**src/rtl/core/fppp_pkg.sv**
```systemverilog
// ----------------------------------------------------------------------------
// fppp_pkg
// Shared constants and types for the perspective point plotter.
// ----------------------------------------------------------------------------
package fppp_pkg;

   localparam int SCREEN_WIDTH  = 320;
   localparam int SCREEN_HEIGHT = 200;
   localparam int FRAC_BITS     = 12;
   localparam int PERSP_BITS    = 11;

   localparam int COL_SHIFT = FRAC_BITS + PERSP_BITS - 3;
   localparam int ROW_SHIFT = FRAC_BITS + PERSP_BITS - 5;

   // divider geometry
   localparam int NUM_W = 16 + PERSP_BITS;   // numerator magnitude bits
   localparam int DEN_W = 40;                // divisor magnitude bits
   localparam int QUO_W = NUM_W;

   localparam logic [3:0] REG_SIN_THETA = 4'd0;
   localparam logic [3:0] REG_SIN_PHI   = 4'd1;
   localparam logic [3:0] REG_COS_THETA = 4'd2;
   localparam logic [3:0] REG_COS_PHI   = 4'd3;
   localparam logic [3:0] REG_VIEW_DIST = 4'd4;
   localparam logic [3:0] REG_SCR_DIST  = 4'd5;

   // payload carried along the divider row
   typedef struct packed {
      logic signed [31:0] xe;
      logic signed [31:0] ye;
      logic               neg;
      logic               dv_zero;
      logic [7:0]         colour;
   } side_type;

   // one divider cell's working value
   typedef struct packed {
      logic [NUM_W-1:0] rem_num;  // remaining numerator bits, shifted out msb first
      logic [DEN_W:0]   part;     // partial remainder
      logic [QUO_W-1:0] quo;
      logic [DEN_W-1:0] den;
   } div_type;

endpackage

```
**src/rtl/core/fppp_div_cell.sv**
```systemverilog
// ----------------------------------------------------------------------------
// fppp_div_cell
// One restoring-division step; registers its result for the next cell.
// ----------------------------------------------------------------------------
module fppp_div_cell
   import fppp_pkg::*;
(
   input  logic     clock,
   input  logic     reset,
   input  logic     advance,
   input  logic     valid_in,
   input  div_type  div_in,
   input  side_type side_in,
   output logic     valid_out,
   output div_type  div_out,
   output side_type side_out
);

   logic     valid_ff, valid_in_d;
   div_type  div_ff, div_in_d;
   side_type side_ff;
   logic [DEN_W:0] trial;
   logic [DEN_W:0] diff;

   assign valid_in_d = valid_in;

   always_comb begin
      trial = {div_in.part[DEN_W-1:0], div_in.rem_num[NUM_W-1]};
      diff  = trial - {1'b0, div_in.den};
      div_in_d         = div_in;
      div_in_d.rem_num = {div_in.rem_num[NUM_W-2:0], 1'b0};
      if (!diff[DEN_W]) begin
         div_in_d.part = diff;
         div_in_d.quo  = {div_in.quo[QUO_W-2:0], 1'b1};
      end else begin
         div_in_d.part = trial;
         div_in_d.quo  = {div_in.quo[QUO_W-2:0], 1'b0};
      end
   end

   always_ff @(posedge clock) begin
      if (reset) begin
         valid_ff <= 1'b0;
      end else if (advance) begin
         valid_ff <= valid_in_d;
      end
      if (advance) begin
         div_ff  <= div_in_d;
         side_ff <= side_in;
      end
   end

   assign valid_out = valid_ff;
   assign div_out   = div_ff;
   assign side_out  = side_ff;

endmodule

```
**config.mk**
```make
export PLATFORM = sky130hd
export DESIGN_NAME = fppp_div_cell
export DESIGN_NICKNAME = d
export VERILOG_FILES = /design/src/rtl/core/fppp_pkg.sv /design/src/rtl/core/fppp_div_cell.sv
export SDC_FILE = /design/constraint.sdc
export NUM_CORES = 1
export LEC_CHECK = 0
export BUFFER_PORTS_ARGS = -buffer_cell sky130_fd_sc_hd__buf_2
export CORE_AREA = 2 2 162 164
export DETAILED_ROUTE_END_ITERATION = 12
export DIE_AREA = 0 0 164 166
export PLACE_DENSITY = 0.61
export SLEW_MARGIN = 20
export SYNTH_ARGS = -nofsm -noshare
export SYNTH_HDL_FRONTEND = slang
export SYNTH_SLANG_ARGS = --single-unit
```
**constraint.sdc**
```tcl
create_clock -name clock -period 4.8 [get_ports clock]
set_clock_uncertainty 0.2 [all_clocks]
set_input_delay 0.72 -clock clock [delete_from_list [all_inputs] [get_ports clock]]
set_output_delay 0.72 -clock clock [all_outputs]
set_load 0.005 [all_outputs]
```
# Word-level counts from Yosys, hierarchy flattened

Cells that the tools add are included.
Widths: inputs -> output; s select.

Bitwise gates (word level): 0
Reductions and logical operators: 0
Multiplexer cells: 1
Eq/ne operators: 0
Div/mod/pow operators: 0
$lt $le $gt $ge: 0
Shift operators: 0
Multiply operators: 0
Add/subtract/negate cells: 1

Operator list:

| cell           | count |
|---|---|
| $mux 67        | 1 |
| $sub 41x40->41 | 1 |

Latch bits: 0
Logic and storage cells: 13
RAM bits: 0
ROM bits: 0
Memories kept: 0
Output and inout bits: 210
Flip-flop bits (word level): 209
Input bits: 213

# Logic depth before layout (Yosys ltp)

Gate-level depths: netlist of the first run.

Depth in word-level cells: 2
Depth in mapped cells: 13
Mapped depth without buffers: 12

# Least setup slack after synthesis of the first run

No wires, ideal clock.

Path kind: input-to-reg
Start: input port div_in[134] in the netlist's numbering
End: register div_ff, in the netlist div_out[69], data pin
Library setup time: 0.260 ns
Required time: 4.340 ns
Cell stages on the path: 13
Path buffers: 1
Data arrival time: 3.246 ns
Slack: 1.094 ns
Cells stage by stage: inv_1 > ha_1 > fa_1 > nor2b_4 > o31ai_2 > a31o_2 > o211ai_2 > a31oi_4 > o21ai_2 > a41o_1 > nor3_4 > buf_12 > mux2_4

RTL lines:

| element              | line                | RTL |
|---|---|---|
| start, declared      | fppp_div_cell.sv:12 | `input div_type div_in,` |
| end signal, assigned | fppp_div_cell.sv:48 | `div_ff <= div_in_d;` |
| end, declared        | fppp_div_cell.sv:20 | `div_type div_ff, div_in_d;` |

==> key figures, run 1 <==
Floorplanning
  – FP Rows: 59
  – Initial Util: 0.366
  – Die Width: 164 microns
  – Chip Height: 166 microns
  – Die ar.: 27200 sq um
  – Core Region: 25600 sq um
  – I/O pins: 423

Synthesis
  – Compound-cell area share of the yosys netlist: 0.0923
  – Xor/xnor share of the synthesized area: 0.0346
  – Top cell type's share of synthesized area: 0.667
  – Cell Area, Synth: 9370 sq um
  – Largest family of logic cells by synthesized area: compound AO/OA/AOI/OAI gates
  – Post-Synth Simple-Gate Area: 0.0517
  – Library cells used by synthesis: 57
  – Synth Area per Inst: 15.3 sq um
  – Post-Synthesis Cells: 614
  – #FFs+latches synth: 209
  – Post-Synth Adder-Cell Area: 0.0556
  – Primary FF master, synth: edfxtp_1
  – EDFF count, synth: 208
  – Yosys top cell by area: edfxtp_1
  – Top cells by area, synth: edfxtp_1 (67%), mux2_4 (5.9%), ha_1 (5.3%)
  – Mapped Nets: 868
  – Async set-reset flop share out of synthesis: 0
  – Post-synthesis mux area share: 0.0648
  – Warnings, synthesis: 0
  – Sequential area share after synthesis: 0.669

Final layout
  – Most frequent cells in the layout: buf_2 (418), edfxtp_1 (208), inv_1 (47), a21oi_1 (46), ha_1 (40)
  – Most common cell after layout, fill and taps aside: buf_2
  – Fillers: 2325
  – Design Area, Final: 12600 sq um
  – Multi-input gate area: 2800 sq um
  – # nets final: 1306
  – Synth-to-Final Area Change: 34.0%
  – Sequential Area: 6270 sq um
  – Post-layout util: 0.490
  – Fraction of layout cells with a size suffix above 1: 0.482

CTS
  – Clk pin slew, worst setup/hold paths: 60 ps
  – Clock Sinks: 209
  – Inserted Clock Buffers: 23
  – Post-CTS Setup Bufs: 0
  – CTS Hold Bufs: 0
  – Clock latency on the worst-skew pair: 500 ps
  – Clock root buffer: clkbuf_16
  – H-tree depth: 1
  – CTS tree: built
  – CTS resizes: 0
  – Max clock buf depth: 3

Critical path
  – WS Path Type: in -> reg
  – Max stage delay on crit path: 320 ps
  – Worst R2R End: valid_out
  – Crit start category: primary input
  – CP Capture Point: div_out[100]
  – Crit. Startpoint: div_in[134]
  – CP max stage cell: mux2_4
  – Req. time, crit path: 4850 ps
  – Reg2reg path depth: 2
  – CP Data Arrival Time: 3730 ps
  – FF-to-FF setup slack: 4020 ps
  – Critical path cell sequence: buf_2 -> inv_1 -> ha_1 -> fa_1 -> nor2b_4 -> o31ai_2 -> a31o_2 -> o211ai_2 -> a31oi_4 -> o21ai_2 -> a41o_1 -> nor3_4 -> buf_12 -> mux2_4
  – Worst r2r src: valid_out
  – Endpoint class of the critical path: flop
  – Max FO, Critical Path: 22

Pwr
  – VDD IR-drop max: 0.243 mV
  – Pwr Density: 380 nW/um^2
  – Leakage: 5.63 nW

Run
  – Max-Cap Viols: 0

Timing
  – Worst hold slack: 170 ps
  – Final setup violation count: 0
  – Final hold violation count: 0
  – Final worst slack: 1110 ps
  – Final period util: 0.769
  – Max-slew violations: 0
  – Fin crit period: 3690 ps
  – Unrepaired setup endpoints after global routing: false
  – Fmax: 271 MHz
  – Relative slew margins: 0.517
  – Setup TNS: 0 ps
  – Tightest Pin Transition: 725 ps

Global route
  – First-pass GRT wire length: 37.3 mm
  – GRT Overall Usage: 0.177
  – Initial antenna violation count: 7
  – Vias in the first global route: 6663
  – Grt total ovfl: 0
  – Largest net degree at the start of global routing: 86

Placed design
  – Dpl hpwl: 19.9 mm
  – Placed instance area: 11800 sq um
  – I/O Buffers: 419
  – Dpl ws: 516 ps
  – Routability cong.: 0.842

Hold path
  – Worst hold path class: in -> reg

Routing
  – Via Count: 6639
  – DRT iter0 DRCs: 353
  – Routed length per placed instance: 18.1 microns
  – Pre-antenna DRT Iters: 4
  – Final ANT Viol Nets: 0
  – Residual DRC: 0
  – WL final: 25.5 mm
  – Vias per cell: 4.72

Status
  – Outcome: completed
==> sequential cells by signal (all words and copies together) (netlist names) <==
register / flops
valid_out: 1
side_out: 74
div_out: 134
==> cells in the mapped netlist (12+ instances only) <==
cell      count
mux2_4       37
nand2_1      31
a21oi_1      46
nor2_1       22
edfxtp_1    208
inv_1        47
o21ai_0      21
xor2_1       12
a21o_1       19
xnor2_1      25
ha_1         40
==> critical path: cells and delay by family <==
family / cells / cell delay (ps)
adders and majority gates: 2 / 460
muxes: 1 / 320
AOI/OAI and AO/OA: 6 / 1440
and+or+nand+nor: 2 / 350
buffers and inverters: 3 / 420
==> layout make-up <==
| type | instances | area share |
|---|---|---|
| flip-flops and latches | 209 | 0.499 |
| multi-input cells | 348 | 0.223 |
| repair buffers | 423 | 0.173 |
| clock buffers | 25 | 0.0465 |
| well taps | 335 | 0.0334 |
| inverters | 47 | 0.0141 |
| clock inverters | 16 | 0.00937 |
| diodes | 5 | 0.000997 |
==> where the power goes <==
part / switching [W] / internal (W) / total (W) / leakage, nW
clock: 0.000724 / 0.000934 / 0.00166 / 0.333
sequential: 0.0000400 / 0.00221 / 0.00225 / 2.04
combinational: 0.000428 / 0.000426 / 0.000854 / 3.25
total: 0.00119 / 0.00357 / 0.00477 / 5.63
==> routing by layer <==
layer / part of all wire / vias to the layer above / wire length (microns) / global-route usage
met5: 0.0011 / - / 27 / 0
met4: 0.023 / 4 / 583 / 0.0461
met3: 0.10 / 36 / 2660 / 0.0664
met2: 0.49 / 277 / 12500 / 0.311
met1: 0.38 / 3120 / 9750 / 0.203
li1: - / 3202 / - / -
==> stage by stage <==
| stage | instances | power, W |
|---|---|---|
| finish | 1408 | 0.00477 |
| floorplan | 614 | 0.00277 |
| global placement | 1362 | 0.00314 |
| CTS | 1403 | 0.00483 |
| global route | 1405 | 0.00498 |
| detailed placement | 1362 | 0.00315 |
==> logic make-up after synthesis <==
| logic type | after synthesis |
|---|---|
| xor+xnor | 37 |
| simple gates | 96 |
| compound gates | 131 |
| buf+inv | 57 |
| mux | 42 |
| flops | 209 |
| other cells | 1 |
| fa+ha+maj | 41 |
==> worst min path at each step <==
stage / startpoint / endpoint / slack [ps] / cells past startpoint
final: reset / valid_out / 170 / 2
after CTS: reset / valid_out / 150 / 2
after floorplan: valid_out / valid_out / 280 / 2
after global placement: valid_out / valid_out / 280 / 2
after global routing: reset / valid_out / 150 / 2
after detailed placement: valid_out / valid_out / 300 / 2
(Power assumes the default switching activity.)
==> run 2, diff against run 1 <==
--- a/config.mk
+++ b/config.mk
@@ -5,11 +5,12 @@
 export SDC_FILE = /design/constraint.sdc
 export NUM_CORES = 1
 export LEC_CHECK = 0
+export ABC_AREA = 1
 export BUFFER_PORTS_ARGS = -buffer_cell sky130_fd_sc_hd__buf_2
-export CORE_AREA = 2 2 162 164
+export CORE_AREA = 2 2 165 167
 export DETAILED_ROUTE_END_ITERATION = 12
-export DIE_AREA = 0 0 164 166
-export PLACE_DENSITY = 0.61
+export DIE_AREA = 0 0 167 169
+export PLACE_DENSITY = 0.65
 export SLEW_MARGIN = 20
 export SYNTH_ARGS = -nofsm -noshare
 export SYNTH_HDL_FRONTEND = slang
==> constraint.sdc (replaced) <==
create_clock -name clock -period 3.3 [get_ports clock]
set_clock_uncertainty 0.2 [all_clocks]
set_input_delay 0.495 -clock clock [delete_from_list [all_inputs] [get_ports clock]]
set_output_delay 0.495 -clock clock [all_outputs]
set_load 0.005 [all_outputs]
==> key figures, run 2 <==
Status
  – Outcome: completed (unchanged)

Pwr
  – Combinational Power Share: 0.199 (was 0.179)
  – Int Pwr: 0.00536 W (was 0.00357 W)
  – VDD IR-drop max: 0.359 mV (was 0.243 mV)
  – Seq pwr share: 0.450 (was 0.473)
  – Clk pwr share: 0.351 (was 0.348)
  – Pwr Density: 478 nW/um^2 (was 380 nW/um^2)
  – Leakage: 7.52 nW (was 5.63 nW)
  – Switching Fraction: 0.263 (was 0.250)
  – NetSw: 0.00191 W (was 0.00119 W)

Placed design
  – Routability cong.: 0.924 (was 0.842)
  – Dpl hpwl: 25.1 mm (was 19.9 mm)
  – Dpl ws: 185 ps (was 516 ps)
  – Cells after DPL: 1814 (was 1362)
  – I/O Buffers: 419 (unchanged)

Critical path
  – CP Capture Point: div_out[68] (was div_out[100])
  – Max FO, Critical Path: 15 (was 22)
  – FF-to-FF setup slack: 2490 ps (was 4020 ps)
  – Critical path cell sequence: dlygate4sd3_1 -> buf_2 -> ha_1 -> fa_1 -> inv_1 -> nand2_1 -> nand2_1 -> nand3_1 -> nand2_2 -> nand2_1 -> nand3_2 -> nand2_4 -> nand2_4 -> nand2_4 -> buf_12 -> nand3_1 -> nand2_1 (was buf_2 -> inv_1 -> ha_1 -> fa_1 -> nor2b_4 -> o31ai_2 -> a31o_2 -> o211ai_2 -> a31oi_4 -> o21ai_2 -> a41o_1 -> nor3_4 -> buf_12 -> mux2_4)
  – CP max stage cell: dlygate4sd3_1 (was mux2_4)
  – Crit start category: primary input (unchanged)
  – Reg2reg path depth: 2 (unchanged)
  – Worst r2r src: valid_out (unchanged)
  – Crit path top cell by count: nand2_1
  – Endpoint class of the critical path: flop (unchanged)
  – Max stage delay on crit path: 530 ps (was 320 ps)
  – CP Data Arrival Time: 3140 ps (was 3730 ps)
  – WS Path Type: in -> reg (unchanged)
  – Crit. Startpoint: div_in[0] (was div_in[134])
  – Req. time, crit path: 3360 ps (was 4850 ps)
  – Worst R2R End: valid_out (unchanged)

Synthesis
  – Warnings, synthesis: 0 (unchanged)
  – Top cells by area, synth: edfxtp_1 (61%), nand2_1 (13%), inv_1 (6.4%) (was edfxtp_1 (67%), mux2_4 (5.9%), ha_1 (5.3%))
  – Async set-reset flop share out of synthesis: 0 (unchanged)
  – Top cell type's share of synthesized area: 0.609 (was 0.667)
  – Sequential area share after synthesis: 0.611 (was 0.669)
  – Library cells used by synthesis: 33 (was 57)
  – Top-count cell post-synth: nand2_1 (was edfxtp_1)
  – #FFs+latches synth: 209 (unchanged)
  – Cell Area, Synth: 10300 sq um (was 9370 sq um)
  – Yosys top cell by area: edfxtp_1 (unchanged)
  – Synth Area per Inst: 9.69 sq um (was 15.3 sq um)
  – Post-Synthesis Cells: 1058 (was 614)
  – Mapped Nets: 1312 (was 868)
  – Commonest cells post-synth: nand2_1 (355), edfxtp_1 (208), inv_1 (174) (was edfxtp_1 (208), inv_1 (47), a21oi_1 (46))
  – EDFF count, synth: 208 (unchanged)
  – Primary FF master, synth: edfxtp_1 (unchanged)

CTS
  – Clock root buffer: clkbuf_16 (unchanged)
  – Inserted Clock Buffers: 23 (unchanged)
  – Clk pin slew, worst setup/hold paths: 60 ps (about the same)
  – CTS tree: built (unchanged)
  – Max clock buf depth: 3 (unchanged)
  – H-tree depth: 1 (unchanged)
  – Clock Sinks: 209 (unchanged)
  – Clock latency on the worst-skew pair: 500 ps (about the same)
  – Post-CTS Setup Bufs: 0 (unchanged)

Final layout
  – Most frequent cells in the layout: buf_2 (418), nand2_1 (355), edfxtp_1 (208), inv_1 (174), dlygate4sd3_1 (165) (was buf_2 (418), edfxtp_1 (208), inv_1 (47), a21oi_1 (46), ha_1 (40))
  – Fraction of layout cells with a size suffix above 1: 0.289 (was 0.482)
  – Synth-to-Final Area Change: 48.4% (was 34.0%)
  – # nets final: 1917 (was 1306)
  – Max reg flops: 134 (unchanged)
  – Final Non-Filler Cells: 2027 (was 1408)
  – Post-layout util: 0.574 (was 0.490)
  – Fillers: 2307 (was 2325)
  – Most common cell after layout, fill and taps aside: buf_2 (unchanged)

Timing
  – Unrepaired setup endpoints after global routing: false (unchanged)
  – Relative slew margins: 0.633 (was 0.517)
  – Final hold violation count: 0 (unchanged)
  – Setup TNS: 0 ps (unchanged)
  – Fin crit period: 3070 ps
  – Final worst slack: 228 ps (was 1110 ps)
  – Tightest Pin Transition: 550 ps (was 725 ps)
  – Max-slew violations: 0 (unchanged)
  – Final setup violation count: 0 (unchanged)
  – Fmax: 326 MHz
  – Final period util: 0.931

Routing
  – Via Count: 9258 (was 6639)
  – DRT iter0 DRCs: 721 (was 353)
  – Final ANT Viol Nets: 0 (unchanged)
  – WL final: 33.7 mm (was 25.5 mm)
  – Pre-antenna DRT Iters: 5 (was 4)
  – Vias per cell: 4.57 (was 4.72)
  – Routed length per placed instance: 16.6 microns (was 18.1 microns)
  – Residual DRC: 0 (unchanged)

Global route
  – Grt peak-use layer: met2 (unchanged)
  – Largest net degree at the start of global routing: 82 (was 86)
  – First-pass GRT wire length: 51.3 mm (was 37.3 mm)
  – Vias in the first global route: 9501 (was 6663)
  – Met2 GRT Util: 0.410 (was 0.311)
  – Grt total ovfl: 0 (unchanged)
  – Global routing usage on met1: 0.289 (was 0.203)
  – GR Util met3: 0.0514 (was 0.0664)
  – GRT Overall Usage: 0.232 (was 0.177)
  – Initial antenna violation count: 6 (was 7)

Floorplanning
  – Initial Util: 0.387 (was 0.366)
  – FP Rows: 60 (was 59)
  – Die ar.: 28200 sq um (was 27200 sq um)
  – Core Region: 26500 sq um (was 25600 sq um)
  – I/O pins: 423 (unchanged)
  – Die Width: 167 microns (was 164 microns)
  – Chip Height: 169 microns (was 166 microns)

Run
  – Max-Cap Viols: 0 (unchanged)

Hold path
  – Worst hold path class: in -> reg (unchanged)
run 2: cell count changes after synthesis, moves of 7 or more:
cell,previous run,this run
a21o_1,19,0
mux2_4,37,0
nand2_1,31,355
nand3_1,5,81
inv_1,47,174
nor2_1,22,92
xnor2_1,25,1
o21ai_0,21,11
a31oi_1,7,0
a21oi_1,46,30
nand2_2,0,11
run 2: worst min path at each step:
stage / startpoint / to / slack, ps / depth (start not counted)
4_1_cts: div_in[1] / div_out[1] / 10 / 1
3_5_place_dp: valid_out / valid_out / 290 / 2
5_1_grt: div_in[20] / div_out[20] / 10 / 1
6_report: div_in[20] / div_out[20] / 20 / 1
3_3_place_gp: valid_out / valid_out / 270 / 2
2_1_floorplan: valid_out / valid_out / 280 / 2
run 2: what timing repair did:
| action | in CTS | in global routing |
|---|---|---|
| endpoints found under the hold margin | 165 | 0 |
| resized for setup | 0 | 2 |
| hold buffers | 165 | 0 |
| endpoints found under the setup margin | 0 | 30 |
run 2: worst max-delay path: cells and delay by family:
kind / cells / cell delay (ps)
adder cells (fa/ha/maj): 2 / 630
buffers and inverters: 4 / 980
AND/OR/NAND/NOR: 11 / 1020
run 2: power by group through the flow:
stage | sequential, W | clock, W | combinational [W]
after CTS | 0.00327 | 0.00262 | 0.00144
after global placement | 0.00332 | 0 | 0.00126
after floorplan | 0.00337 | 0 | 0.000604
after detailed placement | 0.00332 | 0 | 0.00128
after global routing | 0.00330 | 0.00273 | 0.00162
final | 0.00328 | 0.00255 | 0.00145
run 2: logic make-up (layout without fill, tap and decap cells):
family          count (synthesis)  count (layout)  share of synthesized area
xor+xnor                       15              15                     0.0128
flops                         209             209                      0.611
mux                             1               1                   0.000976
other cells                     1               8                   0.000366
fa+ha+maj                      41              41                     0.0508
compound gates                 49              49                     0.0257
simple gates                  558             558                      0.228
buf+inv                       184             805                     0.0708
run 2: stage by stage:
| step | area (sq um) | total power [W] | hold WS (ps) |
|---|---|---|---|
| 2_1_floorplan | 10300 | 0.00397 | 285 |
| 3_3_place_gp | 12800 | 0.00458 | 272 |
| 3_5_place_dp | 12800 | 0.00460 | 288 |
| 4_1_cts | 15200 | 0.00733 | 10.8 |
| 5_1_grt | 15200 | 0.00765 | 11.7 |
| 6_report | 15200 | 0.00728 | 22.9 |
run 2: area by class of cell:
type	count	area, sq um	share of cell area
clock buffers	26	587	0.0386
inverters	174	653	0.0429
clock inverters	15	160	0.0105
well taps	341	427	0.0280
diodes	7	17.5	0.00115
repair buffers	590	3830	0.252
multi-input cells	665	3280	0.215
flip-flops and latches	209	6270	0.412
run 2: metal layers:
layer | share of wire | routed length [microns] | vias to the layer above
met4 | 0.021 | 710 | 0
met3 | 0.066 | 2220 | 56
met1 | 0.42 | 14000 | 4274
met5 | 0 | 0 | -
met2 | 0.50 | 16800 | 290
li1 | - | - | 4638
==> run 3, diff against run 2 <==
--- a/config.mk
+++ b/config.mk
@@ -7,10 +7,14 @@
 export LEC_CHECK = 0
 export ABC_AREA = 1
 export BUFFER_PORTS_ARGS = -buffer_cell sky130_fd_sc_hd__buf_2
-export CORE_AREA = 2 2 165 167
+export CELL_PAD_IN_SITES_DETAIL_PLACEMENT = 1
+export CELL_PAD_IN_SITES_GLOBAL_PLACEMENT = 1
+export CORE_ASPECT_RATIO = 1.75
+export CORE_MARGIN = 2
+export CORE_UTILIZATION = 32
 export DETAILED_ROUTE_END_ITERATION = 12
-export DIE_AREA = 0 0 167 169
-export PLACE_DENSITY = 0.65
+export PLACE_DENSITY = 0.72
+export RECOVER_POWER = 100
 export SLEW_MARGIN = 20
 export SYNTH_ARGS = -nofsm -noshare
 export SYNTH_HDL_FRONTEND = slang
==> constraint.sdc (replaced) <==
create_clock -name clock -period 3.3 [get_ports clock]
set_clock_uncertainty 0.2 [all_clocks]
set_input_delay 0.66 -clock clock [delete_from_list [all_inputs] [get_ports clock]]
set_output_delay 0.66 -clock clock [all_outputs]
set_load 0.005 [all_outputs]
==> key figures, run 3 (synthesis gave the netlist of run 2 again) <==
Final layout
  – Synth-to-Final Area Change: 31.0% (was 48.4%)
  – Design Area, Final: 13400 sq um (was 15200 sq um)
  – Fillers: 3913 (was 2307)
  – Max reg flops: 134 (unchanged)
  – # nets final: 1775 (was 1917)
  – Most frequent cells in the layout: nand2_1 (358), clkbuf_1 (220), edfxtp_1 (208), buf_2 (206), inv_1 (174) (was buf_2 (418), nand2_1 (355), edfxtp_1 (208), inv_1 (174), dlygate4sd3_1 (165))
  – Fraction of layout cells with a size suffix above 1: 0.186 (was 0.289)
  – Most common cell after layout, fill and taps aside: nand2_1 (was buf_2)
  – Final Non-Filler Cells: 1935 (was 2027)

Routing
  – Met3 wire length: 2.75 mm (was 2.22 mm)
  – WL final: 40.1 mm (was 33.7 mm)
  – Via Count: 9015 (was 9258)
  – Final ANT Viol Nets: 0 (unchanged)
  – Routed length per placed instance: 20.7 microns (was 16.6 microns)
  – Pre-antenna DRT Iters: 4 (was 5)
  – Vias per cell: 4.66 (was 4.57)
  – DR top layer: met5 (was met4)
  – DRT iter0 DRCs: 377 (was 721)
  – Metal-1 WL: 13.5 mm (was 14.0 mm)
  – Routed wl met2: 22.0 mm (was 16.8 mm)
  – Residual DRC: 0 (unchanged)

CTS
  – H-tree depth: 1 (unchanged)
  – CTS resizes: 0 (unchanged)
  – Inserted Clock Buffers: 20 (was 23)
  – CTS tree: built (unchanged)
  – CTS Hold Bufs: 0 (was 165)
  – Max clock buf depth: 3 (unchanged)
  – Clk pin slew, worst setup/hold paths: 60 ps (about the same)
  – Post-CTS Setup Bufs: 0 (unchanged)
  – Clock root buffer: clkbuf_16 (unchanged)
  – Clock Sinks: 209 (unchanged)
  – Clock latency on the worst-skew pair: 500 ps (about the same)

Floorplanning
  – Core Region: 31500 sq um (was 26500 sq um)
  – Die ar.: 33600 sq um (was 28200 sq um)
  – Initial Util: 0.325 (was 0.387)
  – Die Width: 139 microns (was 167 microns)
  – Chip Height: 241 microns (was 169 microns)
  – FP Rows: 86 (was 60)
  – I/O pins: 423 (unchanged)

Timing
  – Max-slew violations: 67 (was 0)
  – Relative slew margins: -0.278 (was 0.633)
  – Setup TNS: 0 ps (unchanged)
  – Fmax: 350 MHz (was 326 MHz)
  – Final hold violation count: 0 (unchanged)
  – Final period util: 0.867 (was 0.931)
  – Tightest Pin Transition: 1920 ps (was 550 ps)
  – Fin crit period: 2860 ps (was 3070 ps)
  – Unrepaired setup endpoints after global routing: false (unchanged)
  – Final setup violation count: 0 (unchanged)

Critical path
  – Max FO, Critical Path: 18 (was 15)
  – CP Data Arrival Time: 2920 ps (was 3140 ps)
  – Endpoint class of the critical path: flop (unchanged)
  – Req. time, crit path: 3360 ps (about the same)
  – CP max stage cell: ha_1 (was dlygate4sd3_1)
  – Critical path cell sequence: clkbuf_1 -> inv_1 -> ha_1 -> nand2_2 -> inv_1 -> nand2_1 -> nand2_1 -> a21oi_1 -> nand3_2 -> nand2_4 -> nand2_1 -> nand2_4 -> nand2_2 -> nand2_1 -> nand2_1 (was dlygate4sd3_1 -> buf_2 -> ha_1 -> fa_1 -> inv_1 -> nand2_1 -> nand2_1 -> nand3_1 -> nand2_2 -> nand2_1 -> nand3_2 -> nand2_4 -> nand2_4 -> nand2_4 -> buf_12 -> nand3_1 -> nand2_1)
  – Crit start category: primary input (unchanged)
  – Crit path top cell by count: nand2_1 (unchanged)
  – WS Path Type: in -> reg (unchanged)
  – Max stage delay on crit path: 370 ps (was 530 ps)

Placed design
  – I/O Buffers: 419 (unchanged)
  – Placed instance area: 13100 sq um (was 12800 sq um)
  – Routability cong.: 0.902 (was 0.924)
  – Dpl hpwl: 33.8 mm (was 25.1 mm)
  – Cells after DPL: 1895 (was 1814)

Hold path
  – Worst hold path class: in -> reg (unchanged)

Global route
  – First-pass GRT wire length: 57.3 mm (was 51.3 mm)
  – Grt total ovfl: 0 (unchanged)
  – GRT Overall Usage: 0.233 (was 0.232)
  – Initial antenna violation count: 11 (was 6)
  – Vias in the first global route: 9577 (was 9501)
  – Largest net degree at the start of global routing: 70 (was 82)

Status
  – Outcome: complete, but fails checks (was completed)
  – Violated checks: capacitance limit, slew limit

Pwr
  – Pwr Density: 518 nW/um^2 (was 478 nW/um^2)
  – Tot Pwr: 0.00696 W (was 0.00728 W)
  – VDD IR-drop max: 0.586 mV (was 0.359 mV)
  – Leakage: 6.33 nW (was 7.52 nW)

Run
  – Max-Cap Viols: 1 (was 0)
==> run 3: changes by cell type in the layout (fill, tap and decap cells not counted), sizes merged, moves of 2 or more <==
cell / delta
diode: -2
clkinvlp: -2
clkbuf: +216
clkinv: -2
buf: -191
dlygate4sd3: -165
==> run 3: path summary, 6_finish.rpt <==
path	from	to	slack, ps	depth (start not counted)
max	div_in[19]	div_out[99]	440	15
min	reset	valid_out	120	2
max reg2reg	valid_out	valid_out	2500	2
min reg2reg	valid_out	valid_out	330	2
==> run 3: layer usage <==
layer  vias to the layer above  GRT usage
met5                         -          0
met4                         4      0.105
met3                        83     0.0425
met2                       342      0.459
met1                      4242      0.234
li1                       4344          -
==> run 3: area by class of cell <==
| type | count | area [sq um] | share of cell area |
|---|---|---|---|
| antenna | 5 | 12.5 | 0.000931 |
| tap | 396 | 495 | 0.0369 |
| sequential | 209 | 6270 | 0.466 |
| inverter | 174 | 653 | 0.0486 |
| clock buffer | 25 | 541 | 0.0402 |
| multi-input combinational | 665 | 3240 | 0.241 |
| timing repair buffer | 451 | 2130 | 0.159 |
| clock inverter | 10 | 100 | 0.00745 |
==> run 3: critical path: cells and delay by family <==
family | cells | cell delay (ps)
buffers and inverters | 3 | 250
AOI/OAI and AO/OA | 1 | 270
and+or+nand+nor | 10 | 1390
adders and majority gates | 1 | 370
==> run 3: report_power, final <==
part           total [W]  internal, W  switching [W]
clock            0.00231      0.00132       0.000991
combinational    0.00136     0.000489       0.000867
sequential       0.00329      0.00322      0.0000752
total            0.00696      0.00502        0.00193
==> run 3: through the flow <==
step,utilization,setup WS [ps],hold WS [ps]
4_1_cts,0.436,621,92.4
6_report,0.426,440,119
2_1_floorplan,-,527,285
5_1_grt,0.426,228,100
3_5_place_dp,0.415,108,296
3_3_place_gp,0.415,130,274
